`src/rtl/utf8d_pkg.sv`:
```
package utf8d_pkg;

	localparam logic [20:0] REPL_CP = 21'h00FFFD;

	// entry queue between decode front and result back
	localparam int QDEPTH = 4;
	localparam int QAW = $clog2(QDEPTH);

	typedef struct packed {
		logic [7:0] data_byte;
		logic       end_of_string;
	} in_item_t;

	typedef struct packed {
		logic [20:0] code_point;
		logic        is_replacement;
		logic        last_of_run;
	} out_item_t;

	// one entry per byte that yields results; a two-result byte always
	// leads with a replacement, so only the final result is stored
	typedef struct packed {
		logic        has_two;
		logic [20:0] code_point;
		logic        is_replacement;
	} entry_t;

	typedef struct packed {
		logic   valid;
		entry_t entry;
	} entry_wr_t;

	typedef struct packed {
		logic   empty;
		entry_t head;
	} entry_rd_t;

endpackage

```
`src/rtl/utf8d_front.sv`:
```
module utf8d_front (
	input  logic                clk,
	input  logic                arst_n,
	input  logic                accept,
	input  utf8d_pkg::in_item_t item,
	output utf8d_pkg::entry_wr_t wr
);

	logic [20:0] partial_q;
	logic [1:0]  remaining_q;

	logic [20:0] partial_d;
	logic [1:0]  remaining_d;

	// lead decode of the incoming byte
	logic        lead_emit;
	logic [20:0] lead_cp;
	logic        lead_repl;
	logic [20:0] lead_partial;
	logic [1:0]  lead_remaining;

	logic [7:0]  b;
	logic        eos;
	logic        is_cont;
	logic [20:0] shifted;
	logic [1:0]  rem_dec;

	assign b       = item.data_byte;
	assign eos     = item.end_of_string;
	assign is_cont = (b[7:6] == 2'b10);
	assign shifted = {partial_q[14:0], b[5:0]};
	assign rem_dec = remaining_q - 2'd1;

	always_comb begin
		lead_emit      = 1'b0;
		lead_cp        = utf8d_pkg::REPL_CP;
		lead_repl      = 1'b1;
		lead_partial   = '0;
		lead_remaining = 2'd0;
		if (b[7] == 1'b0) begin
			lead_emit = 1'b1;
			lead_cp   = {13'd0, b};
			lead_repl = 1'b0;
		end else if (b[7:5] == 3'b110) begin
			lead_partial   = {16'd0, b[4:0]};
			lead_remaining = 2'd1;
		end else if (b[7:4] == 4'b1110) begin
			lead_partial   = {17'd0, b[3:0]};
			lead_remaining = 2'd2;
		end else if (b[7:3] == 5'b11110) begin
			lead_partial   = {18'd0, b[2:0]};
			lead_remaining = 2'd3;
		end else begin
			lead_emit = 1'b1;
		end
		// opened sequence cut off by end of string
		if (lead_remaining != 2'd0 && eos) begin
			lead_emit      = 1'b1;
			lead_partial   = '0;
			lead_remaining = 2'd0;
		end
	end

	always_comb begin
		wr.valid                = 1'b0;
		wr.entry.has_two        = 1'b0;
		wr.entry.code_point     = utf8d_pkg::REPL_CP;
		wr.entry.is_replacement = 1'b1;
		partial_d               = partial_q;
		remaining_d             = remaining_q;
		if (remaining_q == 2'd0) begin
			wr.valid                = lead_emit;
			wr.entry.code_point     = lead_cp;
			wr.entry.is_replacement = lead_repl;
			partial_d               = lead_partial;
			remaining_d             = lead_remaining;
		end else if (is_cont) begin
			if (rem_dec == 2'd0) begin
				wr.valid                = 1'b1;
				wr.entry.code_point     = shifted;
				wr.entry.is_replacement = 1'b0;
				partial_d               = '0;
				remaining_d             = 2'd0;
			end else if (eos) begin
				wr.valid    = 1'b1;
				partial_d   = '0;
				remaining_d = 2'd0;
			end else begin
				partial_d   = shifted;
				remaining_d = rem_dec;
			end
		end else begin
			// interrupted sequence, then the byte as a new lead
			wr.valid    = 1'b1;
			partial_d   = lead_partial;
			remaining_d = lead_remaining;
			if (lead_emit) begin
				wr.entry.has_two        = 1'b1;
				wr.entry.code_point     = lead_cp;
				wr.entry.is_replacement = lead_repl;
			end
		end
		if (!accept) begin
			wr.valid = 1'b0;
		end
	end

	always_ff @(posedge clk or negedge arst_n) begin
		if (!arst_n) begin
			partial_q   <= '0;
			remaining_q <= 2'd0;
		end else if (accept) begin
			partial_q   <= partial_d;
			remaining_q <= remaining_d;
		end
	end

endmodule

```
`src/rtl/utf8d_fifo.sv`:
```
module utf8d_fifo (
	input  logic                  clk,
	input  logic                  arst_n,
	input  utf8d_pkg::entry_wr_t  wr,
	input  logic                  rd,
	output logic                  full,
	output utf8d_pkg::entry_rd_t  q
);

	utf8d_pkg::entry_t mem [utf8d_pkg::QDEPTH];

	logic [utf8d_pkg::QAW-1:0] wptr_q;
	logic [utf8d_pkg::QAW-1:0] rptr_q;
	logic [utf8d_pkg::QAW:0]   count_q;

	logic do_wr;
	logic do_rd;

	assign full    = (count_q == (utf8d_pkg::QAW+1)'(utf8d_pkg::QDEPTH));
	assign q.empty = (count_q == '0);
	assign q.head  = mem[rptr_q];
	assign do_wr   = wr.valid && !full;
	assign do_rd   = rd && !q.empty;

	always_ff @(posedge clk) begin
		if (do_wr) begin
			mem[wptr_q] <= wr.entry;
		end
	end

	always_ff @(posedge clk or negedge arst_n) begin
		if (!arst_n) begin
			wptr_q  <= '0;
			rptr_q  <= '0;
			count_q <= '0;
		end else begin
			if (do_wr) begin
				wptr_q <= wptr_q + 1'b1;
			end
			if (do_rd) begin
				rptr_q <= rptr_q + 1'b1;
			end
			case ({do_wr, do_rd})
				2'b10:   count_q <= count_q + 1'b1;
				2'b01:   count_q <= count_q - 1'b1;
				default: count_q <= count_q;
			endcase
		end
	end

endmodule

```
`src/rtl/utf8d_back.sv`:
```
module utf8d_back (
	input  logic                  clk,
	input  logic                  arst_n,
	input  utf8d_pkg::entry_rd_t  q,
	output logic                  rd,
	input  logic                  pop,
	output logic                  empty,
	output utf8d_pkg::out_item_t  result
);

	// set once the leading replacement of a two-result entry is taken
	logic first_done_q;
	logic on_first;

	assign empty    = q.empty;
	assign on_first = q.head.has_two && !first_done_q;
	assign rd       = pop && !q.empty && !on_first;

	always_comb begin
		if (on_first) begin
			result.code_point     = utf8d_pkg::REPL_CP;
			result.is_replacement = 1'b1;
			result.last_of_run    = 1'b0;
		end else begin
			result.code_point     = q.head.code_point;
			result.is_replacement = q.head.is_replacement;
			result.last_of_run    = 1'b1;
		end
	end

	always_ff @(posedge clk or negedge arst_n) begin
		if (!arst_n) begin
			first_done_q <= 1'b0;
		end else if (pop && !q.empty) begin
			first_done_q <= on_first;
		end
	end

endmodule

```
`src/rtl/utf8_stream_decoder.sv`:
```
// channel | direction | handshake          | payload
// --------+-----------+--------------------+---------------------------------------
// item    | in        | push / full        | data_byte, end_of_string
// result  | out       | empty / pop        | code_point, is_replacement, last_of_run
//
// one byte is taken per cycle while full is low; the decode front and its
// state update finish in the accept cycle, so no stall comes from the decode
// a byte with two results holds the queue head for two pops, so the sustained
// rate is one result per cycle on the result side while empty is low
// a four-entry queue parts the two sides: bytes keep flowing while results wait
// reset (arst_n low) closes any open sequence and empties the queue
module utf8_stream_decoder (
	input  logic                 clk,
	input  logic                 arst_n,
	input  logic                 push,
	output logic                 full,
	input  utf8d_pkg::in_item_t  item,
	output logic                 empty,
	input  logic                 pop,
	output utf8d_pkg::out_item_t result
);

	utf8d_pkg::entry_wr_t wr;
	utf8d_pkg::entry_rd_t q;
	logic                 accept;
	logic                 rd;

	// an input transaction completes when push meets a non-full queue
	assign accept = push && !full;

	// front: sequence state and per-byte classification
	utf8d_front u_front (
		.clk    (clk),
		.arst_n (arst_n),
		.accept (accept),
		.item   (item),
		.wr     (wr)
	);

	// queue of decoded entries, one per byte that yields results
	utf8d_fifo u_fifo (
		.clk    (clk),
		.arst_n (arst_n),
		.wr     (wr),
		.rd     (rd),
		.full   (full),
		.q      (q)
	);

	// back: unpacks each entry into one or two result transactions
	utf8d_back u_back (
		.clk    (clk),
		.arst_n (arst_n),
		.q      (q),
		.rd     (rd),
		.pop    (pop),
		.empty  (empty),
		.result (result)
	);

endmodule
```
`config.mk`:
```
export PLATFORM = sky130hd
export DESIGN_NAME = utf8_stream_decoder
export DESIGN_NICKNAME = d
export VERILOG_FILES = /design/src/rtl/utf8d_pkg.sv /design/src/rtl/utf8d_front.sv /design/src/rtl/utf8d_fifo.sv /design/src/rtl/utf8d_back.sv /design/src/rtl/utf8_stream_decoder.sv
export SDC_FILE = /design/constraint.sdc
export NUM_CORES = 1
export LEC_CHECK = 0
export ABC_AREA = 1
export BUFFER_PORTS_ARGS = -buffer_cell sky130_fd_sc_hd__buf_2
export CORE_ASPECT_RATIO = 0.8
export CORE_MARGIN = 2
export CORE_UTILIZATION = 60
export CTS_CLUSTER_DIAMETER = 120
export CTS_CLUSTER_SIZE = 24
export DETAILED_ROUTE_END_ITERATION = 10
export GPL_ROUTABILITY_DRIVEN = 0
export PLACE_DENSITY = 0.83
export SYNTH_ARGS = -nofsm -noshare
export SYNTH_HDL_FRONTEND = slang
export SYNTH_SLANG_ARGS = --single-unit
```
`constraint.sdc`:
```
create_clock -name clk -period 5.3 [get_ports clk]
set_input_delay 0.795 -clock clk [delete_from_list [all_inputs] [get_ports clk]]
set_output_delay 0.795 -clock clk [all_outputs]
set_load 0.02 [all_outputs]
```
; Word level (Yosys, flattened, before mapping)
; Memories as Yosys holds them, arrays and structs flattened.
; Cells that the tools add are included.
[op_classes]
addsub = 5
eq_ne = 7
mux = 40
n_reduce_logical = 16
[op_table]
columns = cell, n
row1 = $mux 15, 7
row2 = $mux 22, 3
row3 = $mux 23, 2
row4 = $mux 2, 9
row5 = $mux 16, 1
row6 = $mux 1, 15
row7 = $logic_and 1x1->1, 7
row8 = $eq 3x3->1 const B, 2
row9 = $pmux 3 s2, 1
row10 = $eq 5x5->1 const B, 1
row11 = $add 2x1->2 const B, 2
row12 = $eq 2x2->1 const B, 2
row13 = $eq 4x4->1 const B, 1
row14 = $logic_not 1->1, 4
row15 = $logic_not 2->1, 2
row16 = $mux 4, 1
row17 = $reduce_bool 2->1, 2
row18 = $add 3x1->3 const B, 1
row19 = $logic_not 3->1, 1
row20 = $mux 3, 1
row21 = $sub 3x1->3 const B, 1
row22 = $eq 2x1->1 const B, 1
row23 = $sub 2x1->2 const B, 1
[word_totals]
reg_bits = 25
ram_bits = 92
input_bits = 13
out_inout_bits = 25
word_cells = 75
memories = 1
[memory_table]
columns = name, depth, word_bits, rd, rd_clocked_by_memory_dff, wr, line_no
row1 = u_fifo.mem, 4, 23, 1, 0, 1, utf8d_fifo.sv:10  ; utf8d_pkg::entry_t mem [utf8d_pkg::QDEPTH];

; Depth between registers and ports, before layout
[logic_depth]
depth_word = 13
mapped_depth = 13
depth_no_buf = 13

; Hierarchy
; A second synthesis with hierarchy kept.
[hier_totals]
cells_unflattened = 540
hier_area_um2 = 5454.0
[modules_own_cells]
columns = module, n_inst, cells_each, area_per_inst_um2, seq_area_each_um2
row1 = utf8d_fifo, 1, 330, 4119.0, 2937.8
row2 = utf8d_front, 1, 150, 1059.8, 425.4
row3 = utf8d_back, 1, 58, 265.3, 25.0
row4 = utf8_stream_decoder, 1, 2, 10.0, 0.0

; Worst setup path before layout
; No wires, ideal clock.
[synth_timing]
path_type = input-to-reg
startpoint = in item[0] in the netlist's numbering
endpoint = mem u_fifo.mem[0][0] in the netlist's numbering, enable pin
setup_time_ns = 0.403
t_arrival_ns = 2.264
required_time_ns = 4.897
path_slack_ns = 2.633
cell_stages = 6
cell_sequence = inv_1 nand2_1 nor3_2 nor2_1 nand2_2 nor2_1
[synth_via]
elab_chain_cells = 8
[synth_lines]
columns = item, line_no
row1 = from (decl), utf8_stream_decoder.sv:17  ; input utf8d_pkg::in_item_t item,
row2 = $mux 1, utf8d_front.sv:84  ; end else if (eos) begin
row3 = $mux 1, utf8d_front.sv:78  ; if (rem_dec == 2'd0) begin
row4 = $mux 1, utf8d_front.sv:77  ; end else if (is_cont) begin
row5 = $mux 1 (*), utf8d_front.sv:71  ; if (remaining_q == 2'd0) begin
row6 = $mux 1 (*), utf8d_front.sv:103  ; if (!accept) begin
row7 = $logic_and 1x1->1 (*), utf8d_fifo.sv:22  ; assign do_wr = wr.valid && !full;
row8 = $mux 1 (*), utf8d_fifo.sv:26  ; if (do_wr) begin
row9 = $mux 1 (implied by the code) (*), utf8d_fifo.sv:27  ; mem[wptr_q] <= wr.entry;
row10 = to (decl), utf8d_fifo.sv:10
; Every way passes the cells marked *; elsewhere a longest branch is shown, timed or not.

==> impl_metrics.tcl <==
set metrics [dict create \
    synth.most_common_cell "edfxtp_1" \
    hold_viol 0 \
    grt_pass1_vias 3410 \
    post_cts.repair.setup_buffers 0 \
    yosys_warnings 0 \
    cts_tree "yes" \
    antenna_cells 0 \
    syn_area_mm2 0.00494 \
    detail_route.wl_per_cell_um 17.7 \
    area_growth_pct 17.8 \
    initial_core_util_pct 62.2 \
    final-setup-viol-count 0 \
    max_stage_delay_ns 0.89 \
    numCtsBuffers 17 \
    min_path_type "in -> async" \
    drtAntennaViolNets 0 \
    maxCapViolCount 0 \
    grt_max_degree 50 \
    total_power_mw 3.51 \
    worstPathCellList "inv_2 -> nand3_1 -> nand2_1 -> nand2_2 -> o221ai_1 -> buf_2" \
    worstSetupPathType "reg -> out" \
    place_hpwl_mm 6.16 \
    start_kind "register" \
    clock_latency_ns 0.51 \
    synth_nets 453 \
    status "finished clean" \
    max_slew_margin_pct 43.3 \
    critPathBufInv 2 \
    slowest_stage "dfrtp_1" \
    drt_iter0_markers 313 \
    crit_arrival_ns 3.04 \
    root_buffer "clkbuf_8" \
    wl_mm 10.6 \
    synth-seq-area-share_pct 68.6 \
    hold_ws_ns 0.299 \
    placed_area_mm2 0.00523 \
    num_vias 3456 \
    firstDrtPassIters 5 \
    io_pins 38 \
    ys_seq_elements 117 \
    antenna_found_initial 0 \
    synth-edff-count 92 \
    tightest_slew_ns 0.851 \
    clk_pin_slew_ns 0.06 \
    finalMaxSlewViolations 0 \
    finalInstanceArea_mm2 0.00582 \
    worstPathMaxFanout 26 \
    htree_levels 4 \
    drc_errors 0 \
    syn_inst 432 \
    synth_top_cell_area_share_pct 55.9 \
    drive_gt1_share_pct 18.6 \
    skew_ns 0.00708 \
    endpoint_kind "output pin" \
    placementRows 29 \
    setup_tns_ns 0 \
    die_height_um 85.2 \
    io_buffers 37 \
    die_area_mm2 0.00898 \
    cp.required_ns 4.51 \
    ys_types 27 \
    core_area_mm2 0.00795 \
    synth_area_leaders "edfxtp_1 56%, dfrtp_1 13%, o21ai_0 6.0%, nor2_1 4.9%, inv_1 3.8%" \
    numClockSinks 117 \
    cts_resized 0 \
    avgSynthCellArea_um2 11.4 \
    synthFlopType "edfxtp_1" \
    grt_pass1_wl_mm 17.0 \
    async_reset_ff_share_pct 21.4 \
    ir_drop_mv 0.544 \
    fmax_mhz 261 \
    grt-ovfl-total 0 \
    power_density_mw_per_mm2 603 \
    clockBufferDepth 2 \
    nets 497 \
    finalCritPeriodShare_pct 72.3 \
    leakage_nw 2.31 \
    grt_util_all_layers_pct 25.0 \
    ctsHoldBuffers 0 \
    vias_per_cell 5.79 \
    reg2reg_slack_ns 1.89 \
    synth_common_cells "92 x edfxtp_1, 64 x nor2_1, 59 x o21ai_0, 50 x inv_1, 48 x nand2_1" \
    die_width_um 105 \
    grt_setup_unrepaired "false" \
    post-route-min-period_ns 3.83 \
    path_delay_family "flip-flops" \
    synth_top_cell_by_area "edfxtp_1" \
]
[through the flow]
step	worst slack (ns)	cells	util, %
floorplan	2.63	432	-
global placement	2.16	565	65.8
detailed placement	1.96	565	65.8
CTS	1.51	597	73.2
global route	1.29	597	73.2
finish	1.47	597	73.2
[metal layers]
layer	global-route usage, %	vias to the layer above	wire, um
met4	6.79	0	112
met2	40.4	174	4990
li1	-	1596	-
met3	8.22	15	976
met1	33.2	1671	4520
met5	0	-	0
[cell usage in the layout, fill, tap and decap left out, drive strengths merged]
cell,n
edfxtp,92
nor2,64
o21ai,59
inv,57
nand2,52
buf,42
dfrtp,25
clkbuf,17
o221ai,16
o22ai,16
nand3,16
clkinv,8
ha,7
or2,3
bufinv,3
a211oi,2
xnor2,2
nor3,2
a31oi,1
a21oi,1
xor2,1
nand4,1
fa,1
clkinvlp,1
[worst paths after layout]
check,start,depth (start not counted),end
min,arst_n,1,u_front.remaining_q[1]
max reg2reg,u_fifo.rptr_q[1],12,u_fifo.count_q[2]
max in group asynchronous,arst_n,1,u_front.partial_q[3]
max,u_fifo.rptr_q[1],6,result[9]
min in group clk,u_front.partial_q[1],2,u_front.partial_q[1]
min reg2reg,u_front.partial_q[1],2,u_front.partial_q[1]
[flip-flops by register name, summed over array words and instances (netlist names)]
name,cells
u_fifo.count_q,3
u_front.remaining_q,2
u_front.partial_q,15
u_fifo.mem,92
u_back.first_done_q,1
u_fifo.wptr_q,2
u_fifo.rptr_q,2
[where the power goes]
group / total (mW) / switching, mW / internal [mW]
Combinational: 1.14 / 0.801 / 0.335
Sequential: 1.25 / 0.0826 / 1.17
Clock: 1.12 / 0.402 / 0.718
Total: 3.51 / 1.29 / 2.22
[cell type report]
| class | count | area, um2 |
|---|---|---|
| clock buffer | 17 | 414 |
| clock inverter | 15 | 179 |
| fill | 481 | 2130 |
| inverter | 54 | 203 |
| multi-input combinational | 244 | 1280 |
| sequential | 117 | 3390 |
| tap | 108 | 135 |
| timing repair buffer | 42 | 223 |
[cells by family after synthesis]
family                   after synthesis  synth area share [%]
AO/OA/AOI/OAI                         95                  11.4
XOR/XNOR                               3                 0.532
adder cells (fa/ha/maj)                8                  2.18
buffers and inverters                 71                  5.80
flip-flops                           117                  68.6
AND/OR/NAND/NOR                      138                  11.5
No activity file was read; power rests on OpenSTA's default activity.
